$ cat config.mk
export PLATFORM = sky130hd
export DESIGN_NAME = luma_scaled_block_watermark_embed
export DESIGN_NICKNAME = d
export VERILOG_FILES = /design/src/sv/lsbwe_pkg.sv /design/src/sv/luma_scaled_block_watermark_embed.sv /design/src/sv/lsbwe_queue.sv /design/src/sv/lsbwe_front.sv /design/src/sv/lsbwe_back.sv
export VERILOG_INCLUDE_DIRS = /design/src /design/src/sv
export SDC_FILE = /design/constraint.sdc
export NUM_CORES = 1
export LEC_CHECK = 0
export BUFFER_PORTS_ARGS = -buffer_cell sky130_fd_sc_hd__buf_4
export CAP_MARGIN = 20
export CORE_ASPECT_RATIO = 0.7
export CORE_MARGIN = 2
export CORE_UTILIZATION = 40
export DETAILED_ROUTE_END_ITERATION = 7
export PLACE_DENSITY = 0.56
export SKIP_LAST_GASP = 1
export SYNTH_ARGS = -nofsm -noshare
export SYNTH_HDL_FRONTEND = slang
export SYNTH_SLANG_ARGS = --single-unit
$ cat constraint.sdc
create_clock -name clock -period 9.2 [get_ports clock]
set_input_delay 1.84 -clock clock [delete_from_list [all_inputs] [get_ports clock]]
set_output_delay 1.84 -clock clock [all_outputs]
set_load 0.005 [all_outputs]
$ cat src/sv/luma_scaled_block_watermark_embed_macros.svh
// Assertion helpers used by the watermark embedder RTL.
`ifndef LUMA_SCALED_BLOCK_WATERMARK_EMBED_MACROS_SVH
`define LUMA_SCALED_BLOCK_WATERMARK_EMBED_MACROS_SVH

// Same-cycle implication, disabled while reset is high.
`define LSBWE_ASSERT_NOW(label, clk, rst, ante, cons, msg) \
   label: assert property (@(posedge clk) disable iff (rst) (ante) |-> (cons)) \
      else $error(msg);

// Next-cycle implication, disabled while reset is high.
`define LSBWE_ASSERT_NEXT(label, clk, rst, ante, cons, msg) \
   label: assert property (@(posedge clk) disable iff (rst) (ante) |=> (cons)) \
      else $error(msg);

`endif

$ cat src/sv/lsbwe_pkg.sv
`timescale 1ns / 1ps
package lsbwe_pkg;

   localparam int MAX_DIM_DEFAULT = 4096;

   localparam int PIX_W     = 8;
   localparam int POWER_W   = 9;
   localparam int CHAN_W    = 2;
   localparam int DIM_CFG_W = 13;
   localparam int PHASE_W   = 3;
   localparam int CSR_IDX_W = 2;
   localparam int CSR_DAT_W = 13;

   localparam logic [PHASE_W-1:0] BLOCK  = PHASE_W'(5);
   localparam logic [PHASE_W-1:0] CENTRE = PHASE_W'(2);

   localparam int COEF_W = 16;
   localparam int SUM_W  = 24;
   localparam logic [COEF_W-1:0] LUMA_R = COEF_W'(19595);
   localparam logic [COEF_W-1:0] LUMA_G = COEF_W'(38470);
   localparam logic [COEF_W-1:0] LUMA_B = COEF_W'(7471);

   localparam logic [CHAN_W-1:0] CH_RED   = CHAN_W'(0);
   localparam logic [CHAN_W-1:0] CH_GREEN = CHAN_W'(1);
   localparam logic [CHAN_W-1:0] CH_BLUE  = CHAN_W'(2);

   localparam logic [CSR_IDX_W-1:0] REG_POWER   = CSR_IDX_W'(0);
   localparam logic [CSR_IDX_W-1:0] REG_CHANNEL = CSR_IDX_W'(1);
   localparam logic [CSR_IDX_W-1:0] REG_WIDTH   = CSR_IDX_W'(2);
   localparam logic [CSR_IDX_W-1:0] REG_HEIGHT  = CSR_IDX_W'(3);

   typedef struct packed {
      logic [PIX_W-1:0] in_red;
      logic [PIX_W-1:0] in_green;
      logic [PIX_W-1:0] in_blue;
      logic             message_bit;
      logic             bit_offered;
   } req_item_type;

   typedef struct packed {
      logic [PIX_W-1:0] out_red;
      logic [PIX_W-1:0] out_green;
      logic [PIX_W-1:0] out_blue;
      logic             bit_taken;
   } rsp_item_type;

   typedef struct packed {
      logic [PIX_W-1:0]   red;
      logic [PIX_W-1:0]   green;
      logic [PIX_W-1:0]   blue;
      logic               message_bit;
      logic               embed;
      logic [CHAN_W-1:0]  chan;
      logic [POWER_W-1:0] power;
   } job_type;

   typedef struct packed {
      logic full;
      logic empty;
   } queue_status_type;

endpackage

$ cat src/sv/luma_scaled_block_watermark_embed.sv
`timescale 1ns / 1ps
// Luma-scaled block watermark embedder. Pixels enter in raster order, one
// transaction each; a front stage tracks the position modulo 5, marks 5x5 block
// centres and parks each pixel in a two-entry queue. A back-end sequencer takes
// one queued pixel at a time through dequeue, luma, strength and saturate steps
// and takes no new pixel until the last one is loaded into the output register.
// Results appear in input order from an output register. Configuration writes
// are accepted at any time (csr_ready is always high) and take effect
// immediately; write them only while no pixel is in flight.
module luma_scaled_block_watermark_embed #(
   parameter int MAX_DIM = lsbwe_pkg::MAX_DIM_DEFAULT
) (
   input  logic                              clock,
   input  logic                              reset,
   input  logic                              req_valid,
   output logic                              req_stall,
   input  lsbwe_pkg::req_item_type           req_item,
   output logic                              rsp_valid,
   input  logic                              rsp_stall,
   output lsbwe_pkg::rsp_item_type           rsp_item,
   input  logic                              csr_valid,
   output logic                              csr_ready,
   input  logic [lsbwe_pkg::CSR_IDX_W-1:0]   csr_index,
   input  logic [lsbwe_pkg::CSR_DAT_W-1:0]   csr_data
);
   import lsbwe_pkg::*;

   logic [POWER_W-1:0]   power_ff;
   logic [CHAN_W-1:0]    chan_ff;
   logic [DIM_CFG_W-1:0] width_ff;
   logic [DIM_CFG_W-1:0] height_ff;
   logic                 csr_write;
   queue_status_type     q_status;
   logic                 q_push;
   logic                 q_pop;
   job_type              q_job;
   job_type              q_head;

   assign csr_ready = 1'b1;
   assign csr_write = csr_valid && csr_ready;

   always_ff @(posedge clock) begin
      if (reset) begin
         power_ff  <= '0;
         chan_ff   <= CH_RED;
         width_ff  <= DIM_CFG_W'(4096);
         height_ff <= DIM_CFG_W'(4096);
      end else if (csr_write) begin
         case (csr_index)
            REG_POWER:   power_ff  <= csr_data[POWER_W-1:0];
            REG_CHANNEL: chan_ff   <= csr_data[CHAN_W-1:0];
            REG_WIDTH:   width_ff  <= csr_data[DIM_CFG_W-1:0];
            REG_HEIGHT:  height_ff <= csr_data[DIM_CFG_W-1:0];
            default:     power_ff  <= power_ff;
         endcase
      end
   end

   lsbwe_front #(
      .MAX_DIM(MAX_DIM)
   ) u_front (
      .clock           (clock),
      .reset           (reset),
      .req_valid       (req_valid),
      .req_stall       (req_stall),
      .req_item        (req_item),
      .embed_power     (power_ff),
      .channel_select  (chan_ff),
      .image_width     (width_ff),
      .image_height    (height_ff),
      .q_status        (q_status),
      .q_push          (q_push),
      .q_job           (q_job)
   );

   lsbwe_queue u_queue (
      .clock    (clock),
      .reset    (reset),
      .push     (q_push),
      .push_job (q_job),
      .pop      (q_pop),
      .head_job (q_head),
      .status   (q_status)
   );

   lsbwe_back u_back (
      .clock     (clock),
      .reset     (reset),
      .q_status  (q_status),
      .q_head    (q_head),
      .q_pop     (q_pop),
      .rsp_valid (rsp_valid),
      .rsp_stall (rsp_stall),
      .rsp_item  (rsp_item)
   );

endmodule

$ cat src/sv/lsbwe_queue.sv
`timescale 1ns / 1ps
module lsbwe_queue (
   input  logic                        clock,
   input  logic                        reset,
   input  logic                        push,
   input  lsbwe_pkg::job_type          push_job,
   input  logic                        pop,
   output lsbwe_pkg::job_type          head_job,
   output lsbwe_pkg::queue_status_type status
);
   import lsbwe_pkg::*;

   job_type    entry_ff [2];
   logic       wr_ptr_ff, wr_ptr_in;
   logic       rd_ptr_ff, rd_ptr_in;
   logic [1:0] count_ff, count_in;
   logic       do_push, do_pop;

   assign status.full  = (count_ff == 2'd2);
   assign status.empty = (count_ff == 2'd0);
   assign do_push      = push && !status.full;
   assign do_pop       = pop && !status.empty;
   assign head_job     = entry_ff[rd_ptr_ff];

   always_comb begin
      wr_ptr_in = do_push ? !wr_ptr_ff : wr_ptr_ff;
      rd_ptr_in = do_pop ? !rd_ptr_ff : rd_ptr_ff;
      count_in  = count_ff;
      if (do_push && !do_pop) begin
         count_in = count_ff + 2'd1;
      end else if (do_pop && !do_push) begin
         count_in = count_ff - 2'd1;
      end
   end

   always_ff @(posedge clock) begin
      if (reset) begin
         wr_ptr_ff <= 1'b0;
         rd_ptr_ff <= 1'b0;
         count_ff  <= 2'd0;
      end else begin
         wr_ptr_ff <= wr_ptr_in;
         rd_ptr_ff <= rd_ptr_in;
         count_ff  <= count_in;
      end
   end

   always_ff @(posedge clock) begin
      if (do_push) begin
         entry_ff[wr_ptr_ff] <= push_job;
      end
   end

endmodule

$ cat src/sv/lsbwe_front.sv
`timescale 1ns / 1ps
module lsbwe_front #(
   parameter int MAX_DIM = lsbwe_pkg::MAX_DIM_DEFAULT
) (
   input  logic                                clock,
   input  logic                                reset,
   input  logic                                req_valid,
   output logic                                req_stall,
   input  lsbwe_pkg::req_item_type             req_item,
   input  logic [lsbwe_pkg::POWER_W-1:0]       embed_power,
   input  logic [lsbwe_pkg::CHAN_W-1:0]        channel_select,
   input  logic [lsbwe_pkg::DIM_CFG_W-1:0]     image_width,
   input  logic [lsbwe_pkg::DIM_CFG_W-1:0]     image_height,
   input  lsbwe_pkg::queue_status_type         q_status,
   output logic                                q_push,
   output lsbwe_pkg::job_type                  q_job
);
   import lsbwe_pkg::*;

   localparam int CNT_W = $clog2(MAX_DIM);
   localparam int DIM_W = $clog2(MAX_DIM + 1);
   localparam int CMP_W = ((DIM_W > DIM_CFG_W) ? DIM_W : DIM_CFG_W) + 1;

   logic [CNT_W-1:0]   col_ff, col_in;
   logic [CNT_W-1:0]   row_ff, row_in;
   logic [PHASE_W-1:0] cph_ff, cph_in;
   logic [PHASE_W-1:0] rph_ff, rph_in;
   logic [CMP_W-1:0]   eff_w, eff_h;
   logic [CMP_W-1:0]   col_ext, row_ext;
   logic               centre;
   logic               chan_ok;

   always_comb begin
      if (image_width == '0) begin
         eff_w = CMP_W'(1);
      end else if (CMP_W'(image_width) > CMP_W'(MAX_DIM)) begin
         eff_w = CMP_W'(MAX_DIM);
      end else begin
         eff_w = CMP_W'(image_width);
      end
      if (image_height == '0) begin
         eff_h = CMP_W'(1);
      end else if (CMP_W'(image_height) > CMP_W'(MAX_DIM)) begin
         eff_h = CMP_W'(MAX_DIM);
      end else begin
         eff_h = CMP_W'(image_height);
      end
   end

   assign col_ext = CMP_W'(col_ff);
   assign row_ext = CMP_W'(row_ff);
   assign centre  = (cph_ff == CENTRE) && (rph_ff == CENTRE) &&
                    (col_ext + CMP_W'(BLOCK) <= eff_w) &&
                    (row_ext + CMP_W'(BLOCK) <= eff_h);
   assign chan_ok = channel_select inside {CH_RED, CH_GREEN, CH_BLUE};

   assign req_stall = q_status.full;
   assign q_push    = req_valid && !req_stall;

   always_comb begin
      q_job.red         = req_item.in_red;
      q_job.green       = req_item.in_green;
      q_job.blue        = req_item.in_blue;
      q_job.message_bit = req_item.message_bit;
      q_job.embed       = centre && req_item.bit_offered && chan_ok;
      q_job.chan        = channel_select;
      q_job.power       = embed_power;
   end

   // advance raster position
   always_comb begin
      col_in = col_ff;
      row_in = row_ff;
      cph_in = cph_ff;
      rph_in = rph_ff;
      if (q_push) begin
         if (col_ext + CMP_W'(1) >= eff_w) begin
            col_in = '0;
            cph_in = '0;
            if (row_ext + CMP_W'(1) >= eff_h) begin
               row_in = '0;
               rph_in = '0;
            end else begin
               row_in = row_ff + CNT_W'(1);
               rph_in = (rph_ff == BLOCK - PHASE_W'(1)) ? '0 : rph_ff + PHASE_W'(1);
            end
         end else begin
            col_in = col_ff + CNT_W'(1);
            cph_in = (cph_ff == BLOCK - PHASE_W'(1)) ? '0 : cph_ff + PHASE_W'(1);
         end
      end
   end

   always_ff @(posedge clock) begin
      if (reset) begin
         col_ff <= '0;
         row_ff <= '0;
         cph_ff <= '0;
         rph_ff <= '0;
      end else begin
         col_ff <= col_in;
         row_ff <= row_in;
         cph_ff <= cph_in;
         rph_ff <= rph_in;
      end
   end

endmodule

$ cat src/sv/lsbwe_back.sv
`timescale 1ns / 1ps
`include "luma_scaled_block_watermark_embed_macros.svh"
module lsbwe_back (
   input  logic                        clock,
   input  logic                        reset,
   input  lsbwe_pkg::queue_status_type q_status,
   input  lsbwe_pkg::job_type          q_head,
   output logic                        q_pop,
   output logic                        rsp_valid,
   input  logic                        rsp_stall,
   output lsbwe_pkg::rsp_item_type     rsp_item
);
   import lsbwe_pkg::*;

   typedef enum logic [3:0] {
      ST_IDLE  = 4'b0001,
      ST_LUMA  = 4'b0010,
      ST_DELTA = 4'b0100,
      ST_DONE  = 4'b1000
   } state_type;

   state_type              state_ff, state_in;
   job_type                job_ff;
   logic [PIX_W-1:0]       luma_ff;
   logic [POWER_W-1:0]     delta_ff;
   logic                   rsp_valid_ff, rsp_valid_in;
   rsp_item_type           rsp_item_ff, rsp_item_in;
   logic [SUM_W-1:0]       luma_sum;
   logic [PIX_W+POWER_W-1:0] delta_prod;
   logic [PIX_W-1:0]       chan_val;
   logic [PIX_W-1:0]       chan_new;
   logic [POWER_W:0]       up_sum;
   logic                   out_free;
   logic                   load_out;

   assign q_pop    = (state_ff == ST_IDLE) && !q_status.empty;
   assign out_free = !rsp_valid_ff || !rsp_stall;
   assign load_out = (state_ff == ST_DONE) && out_free;

   assign luma_sum = SUM_W'(LUMA_R) * SUM_W'(job_ff.red) +
                     SUM_W'(LUMA_G) * SUM_W'(job_ff.green) +
                     SUM_W'(LUMA_B) * SUM_W'(job_ff.blue);
   assign delta_prod = (PIX_W + POWER_W)'(job_ff.power) * (PIX_W + POWER_W)'(luma_ff);

   always_comb begin
      case (job_ff.chan)
         CH_RED:   chan_val = job_ff.red;
         CH_GREEN: chan_val = job_ff.green;
         CH_BLUE:  chan_val = job_ff.blue;
         default:  chan_val = job_ff.red;
      endcase
      up_sum = (POWER_W + 1)'(chan_val) + (POWER_W + 1)'(delta_ff);
      if (job_ff.message_bit) begin
         chan_new = (up_sum > (POWER_W + 1)'(255)) ? 8'd255 : up_sum[PIX_W-1:0];
      end else begin
         chan_new = (delta_ff > POWER_W'(chan_val)) ? 8'd0 :
                    chan_val - delta_ff[PIX_W-1:0];
      end
   end

   always_comb begin
      rsp_item_in.out_red   = job_ff.red;
      rsp_item_in.out_green = job_ff.green;
      rsp_item_in.out_blue  = job_ff.blue;
      rsp_item_in.bit_taken = job_ff.embed;
      if (job_ff.embed) begin
         case (job_ff.chan)
            CH_RED:   rsp_item_in.out_red   = chan_new;
            CH_GREEN: rsp_item_in.out_green = chan_new;
            CH_BLUE:  rsp_item_in.out_blue  = chan_new;
            default:  rsp_item_in.bit_taken = 1'b0;
         endcase
      end
   end

   always_comb begin
      state_in = state_ff;
      case (state_ff)
         ST_IDLE:  if (q_pop) state_in = ST_LUMA;
         ST_LUMA:  state_in = ST_DELTA;
         ST_DELTA: state_in = ST_DONE;
         ST_DONE:  if (out_free) state_in = ST_IDLE;
         default:  state_in = ST_IDLE;
      endcase
   end

   always_comb begin
      rsp_valid_in = rsp_valid_ff;
      if (load_out) begin
         rsp_valid_in = 1'b1;
      end else if (!rsp_stall) begin
         rsp_valid_in = 1'b0;
      end
   end

   always_ff @(posedge clock) begin
      if (reset) begin
         state_ff     <= ST_IDLE;
         rsp_valid_ff <= 1'b0;
      end else begin
         state_ff     <= state_in;
         rsp_valid_ff <= rsp_valid_in;
      end
   end

   always_ff @(posedge clock) begin
      if (q_pop) begin
         job_ff <= q_head;
      end
      if (state_ff == ST_LUMA) begin
         luma_ff <= luma_sum[SUM_W-1:COEF_W];
      end
      if (state_ff == ST_DELTA) begin
         delta_ff <= delta_prod[PIX_W+POWER_W-1:PIX_W];
      end
      if (load_out) begin
         rsp_item_ff <= rsp_item_in;
      end
   end

   assign rsp_valid = rsp_valid_ff;
   assign rsp_item  = rsp_item_ff;

   `LSBWE_ASSERT_NOW(a_pop_idle, clock, reset, q_pop, state_ff == ST_IDLE, "pop outside idle")
   `LSBWE_ASSERT_NEXT(a_pop_starts, clock, reset, q_pop, state_ff == ST_LUMA, "pop did not start work")
   `LSBWE_ASSERT_NEXT(a_taken_flag, clock, reset, load_out,
      !rsp_item_ff.bit_taken || $past(job_ff.embed), "bit taken without embed")
   `LSBWE_ASSERT_NEXT(a_pass_through, clock, reset, load_out && !job_ff.embed,
      rsp_item_ff.out_red == $past(job_ff.red) && rsp_item_ff.out_blue == $past(job_ff.blue),
      "pass-through pixel changed")
   `LSBWE_ASSERT_NEXT(a_load_valid, clock, reset, load_out, rsp_valid_ff, "loaded result not valid")

endmodule
==> results.txt, run 1 <==
STA classifies the critical path endpoint as a flop. The total detailed-routing wirelength is 46,500 um, and the total standard cell area after synthesis is 19,300 um2. The share of synthesized area occupied by flip-flops and latches is 0.317. Counting flops and latches in the post-synthesis netlist gives 229.

The number of buffers and inverters on the critical path is 3. The number of hold violations in the final report is 0, and the net count after synthesis is 2,352. The maximum number of pins on one net before global-route repair is 65. The sum of overflow across all layers after global routing was 0. The most used flip-flop cell after synthesis is edfxtp_1. The via count of the first global-routing pass was 13,500; the quantity of hold-fixing buffers added after cts was 0. During synthesis, Yosys emitted a total of 0 warnings. Synthesis produced a netlist whose cell count is 1,869. The largest total area in the synthesized netlist belongs to edfxtp_1.

Between clock sinks in the finished design, the worst skew comes to 0.0158 ns. The maximum frequency from static timing analysis was 133 MHz; the net count of the finished layout was 2,409. The width of the die came out at 266 um. After detailed routing, the number of remaining DRC violations is 0.

The slowest stage of the critical path belongs to the cell edfxtp_1. Clock latency of the later-clocked register in the worst-skew pair: 0.55 ns. Counting every sink on the clock net gives 229.

The kind of cell with the highest combined delay along the critical path is adder cells. In this run the core area contains 67 standard-cell rows. The first global-routing pass estimated 75,800 um of wire.

In this run the mean area of a mapped cell was 10.3 um2. STA classifies the critical path startpoint as a flop. After floorplanning, the core was sized to cover 47,700 um2. In this run the post-CTS setup repair buffer count came out at 0.

The final route contains 13,000 vias. The logs give 777 for the detailed router's first-iteration violation count and 0 for the total inserted antenna cells. The run gives 0 as the number of slew-limit violations in the final report.

The routed length per placed instance is 18.1 um. In the layout the commonest cells are inv_1, ha_1, nand2_1, fa_1, edfxtp_1. By area the synthesized netlist is led by edfxtp_1, ha_1, fa_1, dfxtp_1, inv_1. The cell sitting at the root of the clock tree is a clkbuf_16. The post-route clock period utilization was 0.814; the per-cell via count in the routed design was 5.06. 74 I/O pins were placed. The number of distinct library cell variants in the gate-level netlist after synthesis is 74, and the final setup TNS is 0 ns. The tightest min-delay check is of the reg -> reg type. For the global placer's final weighted congestion, the log shows 0.859. The run finished with clean final reports. For the number of gates given a new drive strength after cts, the log shows 0. The run gives 0.386 as the worst slew slack as a fraction of its limit.

For the pin with the worst max-slew slack, the measured transition is 0.921 ns. The starting density of the core was 0.404; the total routing resource utilization after global routing was 0.192. Proportion of synthesized flip-flops having asynchronous set or reset: 0. Once detail routing completed, the nets flagged for antenna violations numbered 0. The run gives 7.78 ns as the worst endpoint data arrival time. Setup violations remaining at the end of the flow were counted as 0. Counting flops with a built-in enable in the synthesized netlist gives 153. Detailed placement finished with a half-perimeter wire length of 36,700 um.

The run gives 5 as the number of iterations in the first detailed-routing pass. The endpoint required time on the critical path is 9.49 ns. The share of final-layout standard cells stronger than drive strength 1 is 0.0976, and the deepest clock path buffer count is 3.

TritonCTS built the clock tree. The area share of the largest cell type after synthesis works out to 0.238. The library cell used most frequently in the layout, excluding fill and tap cells, is inv_1. In this design, the stage delay of the slowest critical-path cell is 0.61 ns. The tools report the full die area as 50,000 um2.

The layout overhead on the synthesized area is 11.1%. Port buffering added 72 buffers. Max-capacitance violation count: 0.

The number of antenna violations at the first check in global routing is 0. The clock transition time at the flip-flop clock pins of the worst setup and hold paths was 0.06 ns; the largest fanout on the critical path was 9. By startpoint and endpoint, the worst setup path is classified as reg -> reg. The worst path needs 7.49 ns of the cycle, external delays included. The die is 188 um tall. Buffers inserted during clock tree synthesis total 26.

Setup repair after global routing left no endpoint under its margin. The most prevalent standard cell on the critical path is fa_1. The tools report the H-tree depth reported by CTS as 1.
[cell usage after synthesis, types with 10 or more instances]
cell / number
a21o_1: 29
a21oi_1: 92
a22o_1: 19
and2_1: 37
and3_1: 13
clkbuf_1: 43
dfxtp_1: 76
edfxtp_1: 153
fa_1: 161
ha_1: 276
inv_1: 315
mux2_2: 40
mux2i_1: 12
nand2_1: 180
nand3_1: 34
nand4_1: 13
nor2_1: 82
nor2b_1: 16
nor3_1: 10
o21a_1: 13
o21ai_0: 38
xnor2_1: 52
xor2_1: 23
[path summary, 6_finish.rpt]
check / start / endpoint / slack (ns) / cells after the start
worst max-delay path: u_back.job_ff[27] / u_back.luma_ff[7] / 1.71 / 27
worst min-delay path: power_ff[0] / u_queue.entry_ff[0][0] / 0.46 / 0
worst max register to register: u_back.job_ff[27] / u_back.luma_ff[7] / 1.71 / 27
worst min register to register: power_ff[0] / u_queue.entry_ff[0][0] / 0.46 / 0
[routing by layer]
metal  GRT usage  wire [um]  vias up
met5           0          0        -
met4      0.0339        706        0
met3      0.0322       2310       39
met2       0.276      18500      261
met1       0.304      24900     6295
li1            -          -     6397
[cell type report]
class / instances / area (um2)
flip-flops and latches: 229 / 6120
multi-input cells: 1271 / 11800
clock inverters: 13 / 189
fillers: 4477 / 26300
repair buffers: 83 / 659
well taps: 621 / 777
clock buffers: 35 / 694
inverters: 315 / 1180
[state kept, by name (all words and copies together) (netlist names), 3 cells and up]
name,count
u_front.col_ff,12
u_back.luma_ff,8
u_front.rph_ff,3
power_ff,9
width_ff,13
height_ff,13
u_front.row_ff,12
u_back.delta_ff,9
u_back.state_ff,4
u_back.job_ff,37
u_front.cph_ff,3
u_back.rsp_item,25
u_queue.entry_ff,74
[through the flow]
stage | setup slack, ns | util | area [um2] | instances | hold slack (ns)
finish | 1.71 | 0.449 | 21400 | 2567 | 0.458
CTS | 1.71 | 0.448 | 21400 | 2564 | 0.457
global route | 1.39 | 0.449 | 21400 | 2567 | 0.473
global placement | 1.84 | 0.429 | 20500 | 2516 | 0.436
floorplan | 2.30 | - | 19300 | 1869 | 0.425
detailed placement | 1.73 | 0.429 | 20500 | 2516 | 0.444
[logic make-up after synthesis]
| logic type | after synthesis | synth area share |
|---|---|---|
| flops | 229 | 0.317 |
| buf+inv | 369 | 0.0726 |
| other cells | 1 | 0.000194 |
| compound gates | 277 | 0.0962 |
| fa+ha+maj | 437 | 0.346 |
| xor+xnor | 75 | 0.0341 |
| mux | 52 | 0.0296 |
| simple gates | 429 | 0.104 |
Power of run 1 is left out: the tool's default activity adds up to more than one toggle a clock period on the data nets, which glitch-free logic cannot reach.
==> inputs of run 2 (changes only) <==
==> constraint.sdc (replaced) <==
create_clock -name clock -period 7.35 [get_ports clock]
set_input_delay 1.47 -clock clock [delete_from_list [all_inputs] [get_ports clock]]
set_output_delay 1.47 -clock clock [all_outputs]
set_load 0.005 [all_outputs]
==> run 2 against run 1 <==
  * Register-to-register slack lost 1.3 ns
  * Wire length is 0.16% higher
  * Cell count up 0.55%
  * Non-clock buffer count is 13 higher
  * Clock skew is 0.014 ns higher
  * Worst hold slack improved by 0.0037 ns
  * Die area is the same
  * Critical path depth is the same
  * Core utilization increased by 0.23 points
  * Via count rose by 0.95%
  * Sequential share of layout area is 0.15 points lower
==> results.txt, run 2 (synthesized netlist as in run 1, its figures left out) <==
The area inside the core boundary is 47,700 um2 (unchanged). For the total number of vias, the log shows 13,100 (+0.95%). The biggest cell delay along the critical path was 0.56 ns (-0.05 ns); the total met2 wirelength after detailed routing was 18,400 um (-0.53%).

CTS placed an instance of clkbuf_16 at the clock tree root. The amount of wire on met3 after detailed routing came out at 3110 um (+35%). The buffers plus inverters on the worst setup path is 6 (+3), and the worst slew slack as a fraction of its limit is 0.256 (-0.129). The multi-input logic area was 11,800 um2 (+0.22%); the number of antenna violations at the first check in global routing was 2 (+2).

The logs give 20,600 um2 (+0.48%) for the instance area after placement and 0 (unchanged) for the number of slew-limit violations in the final report. The per-cell via count in the routed design works out to 5.08 (+0.41%). The clock period minus final worst setup slack was 6.97 ns (-0.526 ns).

The tools report the number of iterations in the first detailed-routing pass as 5 (unchanged). Cell at the slowest stage of the critical path: fa_1. The setup clock skew after layout was 0.0303 ns (+0.0144 ns); the flip-flop count of the largest register, all copies and words added was 74 (unchanged).

The cell that appears most often on the critical path is fa_1. The endpoint required time on the critical path came out at 7.66 ns (-1.83 ns). The area taken by flip-flops and latches came out at 6120 um2 (unchanged).

Residual antenna-violating net count after detailed routing: 0 (unchanged). The met1 routed wirelength after detailed routing was 24,400 um (-2.1%). The total detailed-routing wirelength is 46,500 um (+0.16%). Critical setup path kind: reg -> reg. The clock latency of the later-clocked register in the worst-skew pair is 0.57 ns (+0.02 ns). For the full die area, the log shows 50,000 um2 (unchanged).

For the final setup TNS, the log shows 0 ns (unchanged). The global-route wire length before repair was 75,000 um (-1.1%). The I/O pin total was 74 (unchanged). The type of element capturing the critical path is a flop. Count of buffers inserted at the top-level ports: 72 (unchanged). The run finished with clean final reports.

The share of final-layout standard cells stronger than drive strength 1 is 0.106 (+0.00854), and the clock transition time at the flip-flop clock pins of the worst setup and hold paths is 0.06 ns (about the same). For the estimated wirelength of the detail-placed design, the log shows 37,100 um (+1.2%). The CTS buffer count came out at 26 (unchanged).

The kind of cell with the highest combined delay on the critical path is adder cells. The net count of the finished layout is 2,422 (+0.54%). The post-route cell area is 21,500 um2 (+0.52%). The detailed router's first-iteration violation count is 769 (-1.0%), and the post-route clock period utilization is 0.948 (+0.133). The tools report the quantity of hold-fixing buffers added after cts as 0 (unchanged). In the layout the commonest cells are inv_1, ha_1, nand2_1, fa_1, edfxtp_1. The clock sink count is 229 (unchanged), and the H-tree depth reported by CTS is 1 (unchanged). The routed length per placed instance is 18.0 um (-0.38%).

The type of origin of the critical path is a flop. The tools report the worst endpoint data arrival time as 7.28 ns (-0.50 ns). For the via count of the first global-routing pass, the log shows 13,400 (-0.76%). The starting density of the core was 0.404 (unchanged); the final count of negative-setup-slack endpoints was 0 (unchanged). Top register by number of flip-flops: u_queue.entry_ff.

The layout overhead on the synthesized area came out at 11.6%. The floorplan row count is 67 (unchanged). The logs give 0 (unchanged) for the max-capacitance violation count and 0 (unchanged) for the number of hold violations in the final report. The maximum frequency from static timing analysis was 144 MHz (+7.5%). The maximum number of pins on one net before global-route repair came out at 65 (unchanged). The run gives 0.191 (-0.00139) as the total routing resource utilization after global routing.

The most common cell after layout, fill and taps aside is inv_1. Setup repair after global routing left no endpoint under its margin. Total DRC errors in the routed layout: 0 (unchanged). The filler cell count in the final layout came out at 4,475 (-0.045%). TritonCTS built the clock tree. The tools report the global placer's final weighted congestion as 0.875 (+1.9%). The largest fanout on the critical path is 7 (-2). The highest metal layer carrying signal wires in the routed design is met4.

Width of the die: 266 um (unchanged). The path class of the lowest-slack min-delay path was reg -> reg. The sum of overflow across all layers after global routing came out at 0 (unchanged).

The deepest clock path buffer count was 3 (unchanged). The vertical die dimension came out at 188 um (unchanged). The transition time at the pin with the least slew margin came out at 1.11 ns (+0.189 ns).
==> run 2: cell types whose count changed in the layout (fill, tap and decap cells not counted), sizes merged <==
| cell | delta |
|---|---|
| clkinv | +1 |
| inv | -1 |
| buf | +13 |
| clkinvlp | -2 |
| clkbuf | +4 |
| bufinv | -2 |
| diode | +1 |
==> run 2: area by class of cell <==
type                            instances  share of cell area
Clock inverter                          9             0.00598
Inverter                              315              0.0549
Clock buffer                           39              0.0354
Sequential cell                       229               0.284
Multi-Input combinational cell       1271               0.549
Timing Repair Buffer                   96              0.0340
Antenna cell                            1            0.000116
Tap cell                              621              0.0361
==> run 2: worst reg2reg max path, stage by stage (launching register included) <==
cell      delay [ns]
edfxtp_1        0.43
buf_4           0.20
ha_1            0.18
inv_1           0.06
fa_1            0.44
fa_1            0.56
inv_1           0.05
ha_1            0.22
or3_4           0.37
o221ai_2        0.20
a21boi_2        0.09
o21a_1          0.22
nor2_1          0.14
fa_1            0.45
fa_1            0.51
inv_1           0.05
fa_1            0.48
fa_1            0.55
inv_1           0.04
ha_1            0.29
nand2_1         0.06
o21ai_1         0.08
a22o_1          0.19
a311oi_2        0.28
buf_4           0.17
o21ai_0         0.13
a21oi_1         0.19
xnor2_1         0.08
==> run 2: final timing paths <==
kind	start	end	slack, ns	cells after the start
worst max-delay path	u_back.job_ff[26]	u_back.luma_ff[5]	0.38	27
worst min-delay path	power_ff[2]	u_queue.entry_ff[0][2]	0.46	0
worst max register to register	u_back.job_ff[26]	u_back.luma_ff[5]	0.38	27
worst min register to register	power_ff[2]	u_queue.entry_ff[0][2]	0.46	0
==> run 2: metrics by stage <==
stage	hold slack [ns]	worst slack, ns	util	std cells
6_report	0.462	0.384	0.451	2581
2_1_floorplan	0.425	0.446	-	1869
3_5_place_dp	0.445	0.181	0.431	2529
5_1_grt	0.479	0.0196	0.451	2580
4_1_cts	0.463	0.155	0.450	2577
3_3_place_gp	0.438	0.211	0.431	2529
==> run 2: timing repair <==
action                     in CTS  in global routing
setup endpoints to repair       0                  4
buffers inserted                0                  2
resized for setup               0                  6
==> run 2: routing by layer <==
layer,vias to the layer above,GRT usage
met4,0,0.0290
met1,6395,0.299
met5,-,0
li1,6413,-
met3,42,0.0444
met2,266,0.270
Power of run 2 is left out for the same reason.
